File: src/sv/rdm_pkg.sv
// Shared constants, codes and types for the dot-star regular-expression matcher.
// No dependencies; every other file of the block but rdm_result_if imports this package.
package rdm_pkg;

    // Largest pattern the block holds, in characters.
    localparam int PATTERN_MAX = 16;
    localparam int LEN_W       = 5;
    localparam int ROW_W       = PATTERN_MAX + 1;
    localparam int CFG_IDX_W   = 2;
    localparam int CFG_DATA_W  = 64;

    typedef logic [7:0]            char_t;
    typedef logic [LEN_W-1:0]      len_t;
    typedef logic [ROW_W-1:0]      row_t;
    typedef logic [CFG_IDX_W-1:0]  cfg_idx_t;
    typedef logic [CFG_DATA_W-1:0] cfg_data_t;

    // Pattern characters with a special meaning.
    localparam char_t DOT_CHAR  = 8'h2E;
    localparam char_t STAR_CHAR = 8'h2A;

    // Item operation codes.
    localparam logic OP_RESTART = 1'b0;
    localparam logic OP_APPEND  = 1'b1;

    // Configuration register indexes.
    localparam cfg_idx_t REG_PATTERN_LOW  = 2'd0;
    localparam cfg_idx_t REG_PATTERN_HIGH = 2'd1;
    localparam cfg_idx_t REG_PATTERN_LEN  = 2'd2;

    // Controls broadcast from the top level to every cell.
    typedef struct packed {
        logic  advance;
        logic  restart;
        char_t text_byte;
    } cell_ctl_t;

endpackage

File: src/sv/rdm_item_if.sv
// Input channel of the matcher: one operation and one text byte per request.
// Depends on rdm_pkg.
interface rdm_item_if;
    import rdm_pkg::*;

    logic  valid;
    logic  ready;
    logic  op;
    char_t text_byte;

    modport source (output valid, output op, output text_byte, input ready);
    modport sink   (input valid, input op, input text_byte, output ready);
endinterface

File: src/sv/rdm_result_if.sv
// Result channel of the matcher: one match flag per request.
// No dependencies.
interface rdm_result_if;
    logic valid;
    logic ready;
    logic matched;

    modport source (output valid, output matched, input ready);
    modport sink   (input valid, input matched, output ready);
endinterface

File: src/sv/rdm_cfg_if.sv
// Configuration write channel of the matcher: register index and write data.
// Depends on rdm_pkg.
interface rdm_cfg_if;
    import rdm_pkg::*;

    logic      valid;
    logic      ready;
    cfg_idx_t  index;
    cfg_data_t data;

    modport source (output valid, output index, output data, input ready);
    modport sink   (input valid, input index, input data, output ready);
endinterface

File: src/sv/rdm_cell.sv
// One cell of the match row: holds the bit for one pattern prefix length.
// Depends on rdm_pkg.
module rdm_cell (
    input  logic              clk,
    input  logic              rst_n,
    input  rdm_pkg::cell_ctl_t ctl,
    input  logic              enable,
    input  rdm_pkg::char_t    pat_char,
    input  rdm_pkg::char_t    prev_char,
    input  logic              has_prev,
    input  logic              left_bit,
    input  logic              skip_bit,
    output logic              new_bit,
    output logic              row_bit
);
    import rdm_pkg::*;

    logic row_reg;
    logic row_next;
    logic is_star;
    logic prev_hit;
    logic self_hit;

    // Character comparisons against the incoming text byte.
    assign is_star  = (pat_char == STAR_CHAR);
    assign prev_hit = (ctl.text_byte == prev_char) || (prev_char == DOT_CHAR);
    assign self_hit = (ctl.text_byte == pat_char) || (pat_char == DOT_CHAR);

    // New value of this prefix bit; the skip bit comes from two cells back.
    always_comb
    begin
        new_bit = 1'b0;
        if (enable)
        begin
            if (ctl.restart)
            begin
                new_bit = is_star && has_prev && skip_bit;
            end
            else if (is_star)
            begin
                if (has_prev)
                begin
                    new_bit = prev_hit ? (left_bit | row_reg | skip_bit) : skip_bit;
                end
            end
            else
            begin
                new_bit = self_hit && left_bit;
            end
        end
    end

    assign row_next = ctl.advance ? new_bit : row_reg;

    // Row bit storage.
    always_ff @(posedge clk or negedge rst_n)
    begin
        if (!rst_n)
        begin
            row_reg <= 1'b0;
        end
        else
        begin
            row_reg <= row_next;
        end
    end

    assign row_bit = row_reg;

endmodule

File: src/sv/regex_dot_star_matcher.sv
// Streaming '.'/'*' regular-expression matcher built as a row of match cells.
// The result of a request is registered and presented in the cycle after it is accepted.
// Throughput: one request per cycle while the result is taken; the new row ripples through the cell chain.
// A new request is taken in the cycle the held result leaves; a stalled result holds the input.
// Reset clears the pattern, its length and the match row, so results are 0
// until the first restart. Depends on rdm_pkg, the interfaces and rdm_cell.
module regex_dot_star_matcher (
    input  logic     clk,
    input  logic     rst_n,
    rdm_item_if.sink     item,
    rdm_result_if.source result,
    rdm_cfg_if.sink      cfg
);
    import rdm_pkg::*;

    cfg_data_t pat_low_reg;
    cfg_data_t pat_low_next;
    cfg_data_t pat_high_reg;
    cfg_data_t pat_high_next;
    len_t      len_reg;
    len_t      len_next;
    len_t      len_used;
    logic      row0_reg;
    logic      row0_next;
    logic      out_valid_reg;
    logic      out_valid_next;
    logic      matched_reg;
    logic      matched_next;
    logic      acc;
    logic      cfg_wr;
    cell_ctl_t ctl;
    row_t      new_row;
    row_t      old_row;
    char_t     pat [PATTERN_MAX];

    // Handshakes; configuration is always taken.
    assign cfg.ready  = 1'b1;
    assign cfg_wr     = cfg.valid;
    assign item.ready = !out_valid_reg || result.ready;
    assign acc        = item.valid && item.ready;

    // Configuration register writes.
    always_comb
    begin
        pat_low_next  = pat_low_reg;
        pat_high_next = pat_high_reg;
        len_next      = len_reg;
        if (cfg_wr)
        begin
            case (cfg.index)
                REG_PATTERN_LOW:  pat_low_next  = cfg.data;
                REG_PATTERN_HIGH: pat_high_next = cfg.data;
                REG_PATTERN_LEN:  len_next      = cfg.data[LEN_W-1:0];
                default:          len_next      = len_reg;
            endcase
        end
    end

    // Length in use, clamped to the capacity of the cell row.
    assign len_used = (len_reg > LEN_W'(PATTERN_MAX)) ? LEN_W'(PATTERN_MAX) : len_reg;

    // Split the pattern registers into characters.
    always_comb
    begin
        for (int k = 0; k < PATTERN_MAX; k++)
        begin
            if (k < 8)
            begin
                pat[k] = pat_low_reg[8*k +: 8];
            end
            else
            begin
                pat[k] = pat_high_reg[8*(k-8) +: 8];
            end
        end
    end

    // Controls shared by all cells.
    assign ctl.advance   = acc;
    assign ctl.restart   = (item.op == OP_RESTART);
    assign ctl.text_byte = item.text_byte;

    // The empty-prefix bit: set by a restart, cleared by any text byte.
    assign new_row[0] = ctl.restart;
    assign old_row[0] = row0_reg;
    assign row0_next  = acc ? new_row[0] : row0_reg;

    // Row of cells, one per pattern prefix length.
    genvar j;
    generate
        for (j = 1; j <= PATTERN_MAX; j++)
        begin : g_cell
            logic  en;
            logic  skip;
            char_t prev;

            assign en = (LEN_W'(j) <= len_used);
            if (j >= 2)
            begin : g_prev
                assign skip = new_row[j-2];
                assign prev = pat[j-2];
            end
            else
            begin : g_first
                assign skip = 1'b0;
                assign prev = 8'h00;
            end

            rdm_cell u_cell (
                .clk       (clk),
                .rst_n     (rst_n),
                .ctl       (ctl),
                .enable    (en),
                .pat_char  (pat[j-1]),
                .prev_char (prev),
                .has_prev  (j >= 2),
                .left_bit  (old_row[j-1]),
                .skip_bit  (skip),
                .new_bit   (new_row[j]),
                .row_bit   (old_row[j])
            );
        end
    endgenerate

    // Result register.
    always_comb
    begin
        out_valid_next = out_valid_reg;
        matched_next   = matched_reg;
        if (acc)
        begin
            out_valid_next = 1'b1;
            matched_next   = new_row[len_used];
        end
        else if (result.ready)
        begin
            out_valid_next = 1'b0;
        end
    end

    assign result.valid   = out_valid_reg;
    assign result.matched = matched_reg;

    // State registers.
    always_ff @(posedge clk or negedge rst_n)
    begin
        if (!rst_n)
        begin
            pat_low_reg   <= '0;
            pat_high_reg  <= '0;
            len_reg       <= '0;
            row0_reg      <= 1'b0;
            out_valid_reg <= 1'b0;
            matched_reg   <= 1'b0;
        end
        else
        begin
            pat_low_reg   <= pat_low_next;
            pat_high_reg  <= pat_high_next;
            len_reg       <= len_next;
            row0_reg      <= row0_next;
            out_valid_reg <= out_valid_next;
            matched_reg   <= matched_next;
        end
    end

    // A restart always leaves the empty prefix matching.
    a_restart_row0: assert property (@(posedge clk) disable iff (!rst_n)
        acc && (item.op == OP_RESTART) |=> row0_reg)
        else $error("empty-prefix bit not set after restart");

    // A text byte always clears the empty prefix.
    a_append_row0: assert property (@(posedge clk) disable iff (!rst_n)
        acc && (item.op == OP_APPEND) |=> !row0_reg)
        else $error("empty-prefix bit not cleared by text byte");

    // An empty pattern matches the empty text right after a restart.
    a_empty_match: assert property (@(posedge clk) disable iff (!rst_n)
        acc && (item.op == OP_RESTART) && (len_reg == '0) |=> matched_reg)
        else $error("empty pattern failed to match empty text");

    // A result appears only after a request has been accepted.
    a_result_source: assert property (@(posedge clk) disable iff (!rst_n)
        $rose(out_valid_reg) |-> $past(acc))
        else $error("result raised without an accepted request");

endmodule
File: src/flat_wrapper.sv
// flat-port wrapper written by rule: the top's interface ports become plain ports
module regex_dot_star_matcher_flat import rdm_pkg::*;
  (clk, rst_n, item_valid, item_op, item_text_byte, item_ready, result_valid, result_matched, result_ready, cfg_valid, cfg_index, cfg_data, cfg_ready);
  rdm_item_if item_i ();
  rdm_result_if result_i ();
  rdm_cfg_if cfg_i ();
  input  logic clk;
  input  logic rst_n;
  input wire logic [$bits(item_i.valid)-1:0] item_valid;
  input wire logic [$bits(item_i.op)-1:0] item_op;
  input wire logic [$bits(item_i.text_byte)-1:0] item_text_byte;
  output wire logic [$bits(item_i.ready)-1:0] item_ready;
  output wire logic [$bits(result_i.valid)-1:0] result_valid;
  output wire logic [$bits(result_i.matched)-1:0] result_matched;
  input wire logic [$bits(result_i.ready)-1:0] result_ready;
  input wire logic [$bits(cfg_i.valid)-1:0] cfg_valid;
  input wire logic [$bits(cfg_i.index)-1:0] cfg_index;
  input wire logic [$bits(cfg_i.data)-1:0] cfg_data;
  output wire logic [$bits(cfg_i.ready)-1:0] cfg_ready;
  assign item_i.valid = item_valid;
  assign item_i.op = item_op;
  assign item_i.text_byte = item_text_byte;
  assign item_ready = item_i.ready;
  assign result_valid = result_i.valid;
  assign result_matched = result_i.matched;
  assign result_i.ready = result_ready;
  assign cfg_i.valid = cfg_valid;
  assign cfg_i.index = cfg_index;
  assign cfg_i.data = cfg_data;
  assign cfg_ready = cfg_i.ready;
  regex_dot_star_matcher u_core (.clk(clk), .rst_n(rst_n), .item(item_i), .result(result_i), .cfg(cfg_i));
endmodule
File: config.mk
export PLATFORM = sky130hd
export DESIGN_NAME = regex_dot_star_matcher_flat
export DESIGN_NICKNAME = d
export VERILOG_FILES = /design/src/sv/rdm_pkg.sv /design/src/sv/rdm_item_if.sv /design/src/sv/rdm_result_if.sv /design/src/sv/rdm_cfg_if.sv /design/src/sv/rdm_cell.sv /design/src/sv/regex_dot_star_matcher.sv /design/src/flat_wrapper.sv
export SDC_FILE = /design/constraint.sdc
export NUM_CORES = 1
export LEC_CHECK = 0
export BUFFER_PORTS_ARGS = -buffer_cell sky130_fd_sc_hd__buf_2
export CORE_AREA = 2 2 143 145
export DETAILED_ROUTE_END_ITERATION = 12
export DIE_AREA = 0 0 145 147
export HOLD_SLACK_MARGIN = 0.1
export SYNTH_ARGS = -nofsm -noshare
export SYNTH_HDL_FRONTEND = slang
export SYNTH_SLANG_ARGS = --single-unit
export TNS_END_PERCENT = 20
File: constraint.sdc
create_clock -name clk -period 2.8 [get_ports clk]
set_input_delay 0.56 -clock clk [delete_from_list [all_inputs] [get_ports clk]]
set_output_delay 0.56 -clock clk [all_outputs]
set_load 0.005 [all_outputs]
==> run metrics <==
unrepaired setup endpoints after global routing true; Num CTS Buffers 17; number of global-route vias before repair 6908; gate count after technology mapping 808; number of antenna violations at the first check in global routing 0; CTS H-Tree Depth 4; drt first pass iters 7; Finish-stage setup viols 1; post-detailed-route DRC marker count 0; type of the setup path with the least slack reg -> reg; WP data required 3.12 ns; post-DR wirelength/cell 19.6 µm; area post-placement 0.0102 mm²; violated checks setup timing; fin worst setup slack -0.0279 ns; number of enable-type register cells in the synthesized netlist 0; synthesis-to-finish area growth 25.1%; post-route total power 7.09 mW; die boundary height 147 µm; number of buffers added to fix hold violations after cts 0; Post-Place Setup Slack -0.163 ns; fraction of layout cells with a size suffix above 1 38.0%; number of nets produced by synthesis 888; last weighted congestion value of the routability-driven placer 0.934; worst-case hold slack 0.137 ns; r2r startpoint u_core.pat_low_reg[4]$_DFFE_PN0P_; cell total after placement 1219; IR Drop Worst-Case VDD 0.000404 V; Tightest Hold Check Type in -> async; P_int 4.99 mW; commonest cells after routing, fill and taps aside 152 x dfrtp_1, 130 x mux2_2, 97 x buf_4, 81 x buf_2, 65 x xnor2_1; GRT Overall Usage 23.7%; first-pass GRT wire length 39300 µm; Slew Limit Fails 0; detailed router's first-iteration violation count 374; Util after Layout 54.9%; clock period minus final worst setup slack 2.83 ns; startpoint type of the worst setup path flip-flop; cell depth of the worst flop-to-flop path 9; Flop pwr share 42.3%; Clk pin slew, worst setup/hold paths 0.06 ns; FFs w/ async S/R, synth 100%; final worst clock skew 0.0224 ns; type of destination of the critical path flip-flop; critical path endpoint u_core.result.matched$_DFFE_PN0P_; Design Area, Final 0.0109 mm²; net total in the final layout 1050; count of warnings emitted by yosys 0; dpl hpwl 18400 µm; post-synthesis area per instance 10.8 µm²; count of endpoints failing hold in the final timing report 0; primary flip-flop cell chosen by synthesis mapping dfrtp_1; slew of the pin with the lowest slew margin 0.666 ns; non-filler cells, final 1253; number of violations of the max-capacitance limit 0; ratio of routed vias to standard cells 5.50; full die area 0.0213 mm²; leftover overflow at the end of global routing 0; cell at the root of the clock tree clkbuf_16; part of the total power dissipated in the clock network 35.8%; critical path data arrival time 3.15 ns; maximum number of buffers from clock root to sink 2; share of the yosys chip area belonging to registers 43.7%; final worst path period share 101%; die span in x 145 µm; Ant. Diodes 0; Clk Latency, worst-skew pair 0.44 ns; setup slack on the worst flop-to-flop path -0.03 ns; part of the power in combinational logic 21.9%; Cell Rows 52; Static Leakage 4.51 nW; number of I/O port buffers 82; Synth cell types 71; FF+latch count, synth 152; Core Box Area 0.0198 mm²; Sum Neg Setup Slack -0.0279 ns; startpoint of the worst setup timing path u_core.pat_low_reg[4]$_DFFE_PN0P_; switching part of the total 29.6%; Antenna Nets Post-Route 0; result of the run finished with violations; endpoint of the lowest-slack register-to-register path u_core.result.matched$_DFFE_PN0P_; headroom to the max-slew limit 55.6%; highest clock frequency the design can meet 354 MHz; maximum number of pins on one net before global-route repair 68; vias post-DR 6892; clock net sink count 152; worst-path fanout max 4; leading cell type in the layout, fill and taps excluded dfrtp_1; Cell Area, Synth 0.00871 mm²; effective utilization at floorplan 43.9%; CTS tree done; total I/O pin count 84; total detailed-routing wirelength 24600 µm; switching power summed over all nets 2.10 mW; Power Density 651 mW/mm²
layout make-up:
cell class | instances | area, µm²
timing repair buffer | 189 | 1350
inverter | 14 | 52.6
tap | 270 | 338
sequential | 152 | 3800
multi-input combinational | 596 | 4700
clock buffer | 20 | 457
fill | 1774 | 8950
clock inverter | 12 | 189
worst min-delay path by stage:
stage	startpoint	to	slack, ns	cells after the start
floorplan	rst_n	u_core.g_cell[10].u_cell.row_bit$_DFFE_PN0P_	0.26	0
global placement	u_core.row0_reg$_DFFE_PN0P_	u_core.row0_reg$_DFFE_PN0P_	0.49	2
detailed placement	u_core.g_cell[16].u_cell.row_bit$_DFFE_PN0P_	u_core.g_cell[16].u_cell.row_bit$_DFFE_PN0P_	0.49	2
CTS	rst_n	u_core.pat_high_reg[30]$_DFFE_PN0P_	0.16	1
global route	rst_n	u_core.pat_high_reg[38]$_DFFE_PN0P_	0.18	1
finish	rst_n	u_core.pat_high_reg[38]$_DFFE_PN0P_	0.14	1
per-layer routing:
layer | part of all wire (%) | track usage, % | wire length, µm | vias up
met5 | 0 | 0 | 0 | -
met4 | 1.4 | 6.68 | 337 | 0
met3 | 4.7 | 4.38 | 1150 | 25
met2 | 45 | 36.4 | 11100 | 178
met1 | 49 | 34.5 | 12000 | 3444
li1 | - | - | - | 3245
critical path: stages, from the launching register on:
cell and delay, ns:
dfrtp_1 0.39, or4b_4 0.57, nor3_4 0.24, a21oi_1 0.08, a2111o_1 0.35, a311oi_2 0.29, o21ai_2 0.15, a2111oi_4 0.30
nor3_1 0.08, o32ai_1 0.27
power by group through the flow:
stage	logic, mW	registers (mW)	clock network, mW
floorplan	1.03	2.88	0
global placement	1.51	3.02	0
detailed placement	1.53	3.02	0
CTS	1.55	2.99	2.58
global route	1.69	3.05	2.67
finish	1.55	3.00	2.54
timing repair:
| item | 4_1_cts | 5_1_grt |
|---|---|---|
| resized for setup | 5 | 6 |
| setup endpoints to repair | 2 | 8 |
| buffers inserted | 0 | 2 |
| pin swaps | 3 | 1 |
Yosys cell counts, types with 2 or more instances:
library cell | n | share of area [%]
a211oi_1 | 2 | 0.17
a21oi_1 | 20 | 1.1
a221oi_1 | 3 | 0.30
a22o_1 | 4 | 0.40
a2bb2o_1 | 3 | 0.34
a311o_1 | 2 | 0.23
a31oi_1 | 10 | 0.72
and2_1 | 6 | 0.43
and3_1 | 3 | 0.22
and4b_1 | 3 | 0.34
buf_2 | 10 | 0.57
clkbuf_1 | 35 | 1.5
dfrtp_1 | 152 | 44
inv_1 | 13 | 0.56
mux2_2 | 130 | 17
nand2_1 | 49 | 2.1
nand2b_1 | 9 | 0.65
nand3_1 | 8 | 0.46
nand3b_1 | 5 | 0.43
nand4_1 | 21 | 1.5
nand4b_1 | 10 | 1.0
nor2_1 | 42 | 1.8
nor2b_1 | 3 | 0.22
nor3_1 | 10 | 0.57
nor3b_1 | 2 | 0.17
nor4_1 | 15 | 1.1
nor4b_1 | 12 | 1.2
o2111ai_1 | 3 | 0.30
o21ai_0 | 34 | 2.0
o221ai_1 | 4 | 0.40
o22ai_1 | 3 | 0.22
o311a_1 | 3 | 0.34
o31ai_1 | 7 | 0.60
o32ai_1 | 2 | 0.20
or2_2 | 6 | 0.43
or3_1 | 2 | 0.14
or4b_1 | 2 | 0.23
xnor2_1 | 65 | 6.5
xor2_1 | 63 | 6.3
cell families (layout without fill, tap and decap cells):
logic type	count (synthesis)	count (layout)	synth area share, %
simple gates	217	217	14.2
flops	152	152	43.7
mux	131	131	16.9
xor+xnor	128	128	12.9
compound gates	119	119	9.54
buf+inv	60	235	2.77
other cells	1	1	0.0431
No activity file was read; power rests on OpenSTA's default activity.
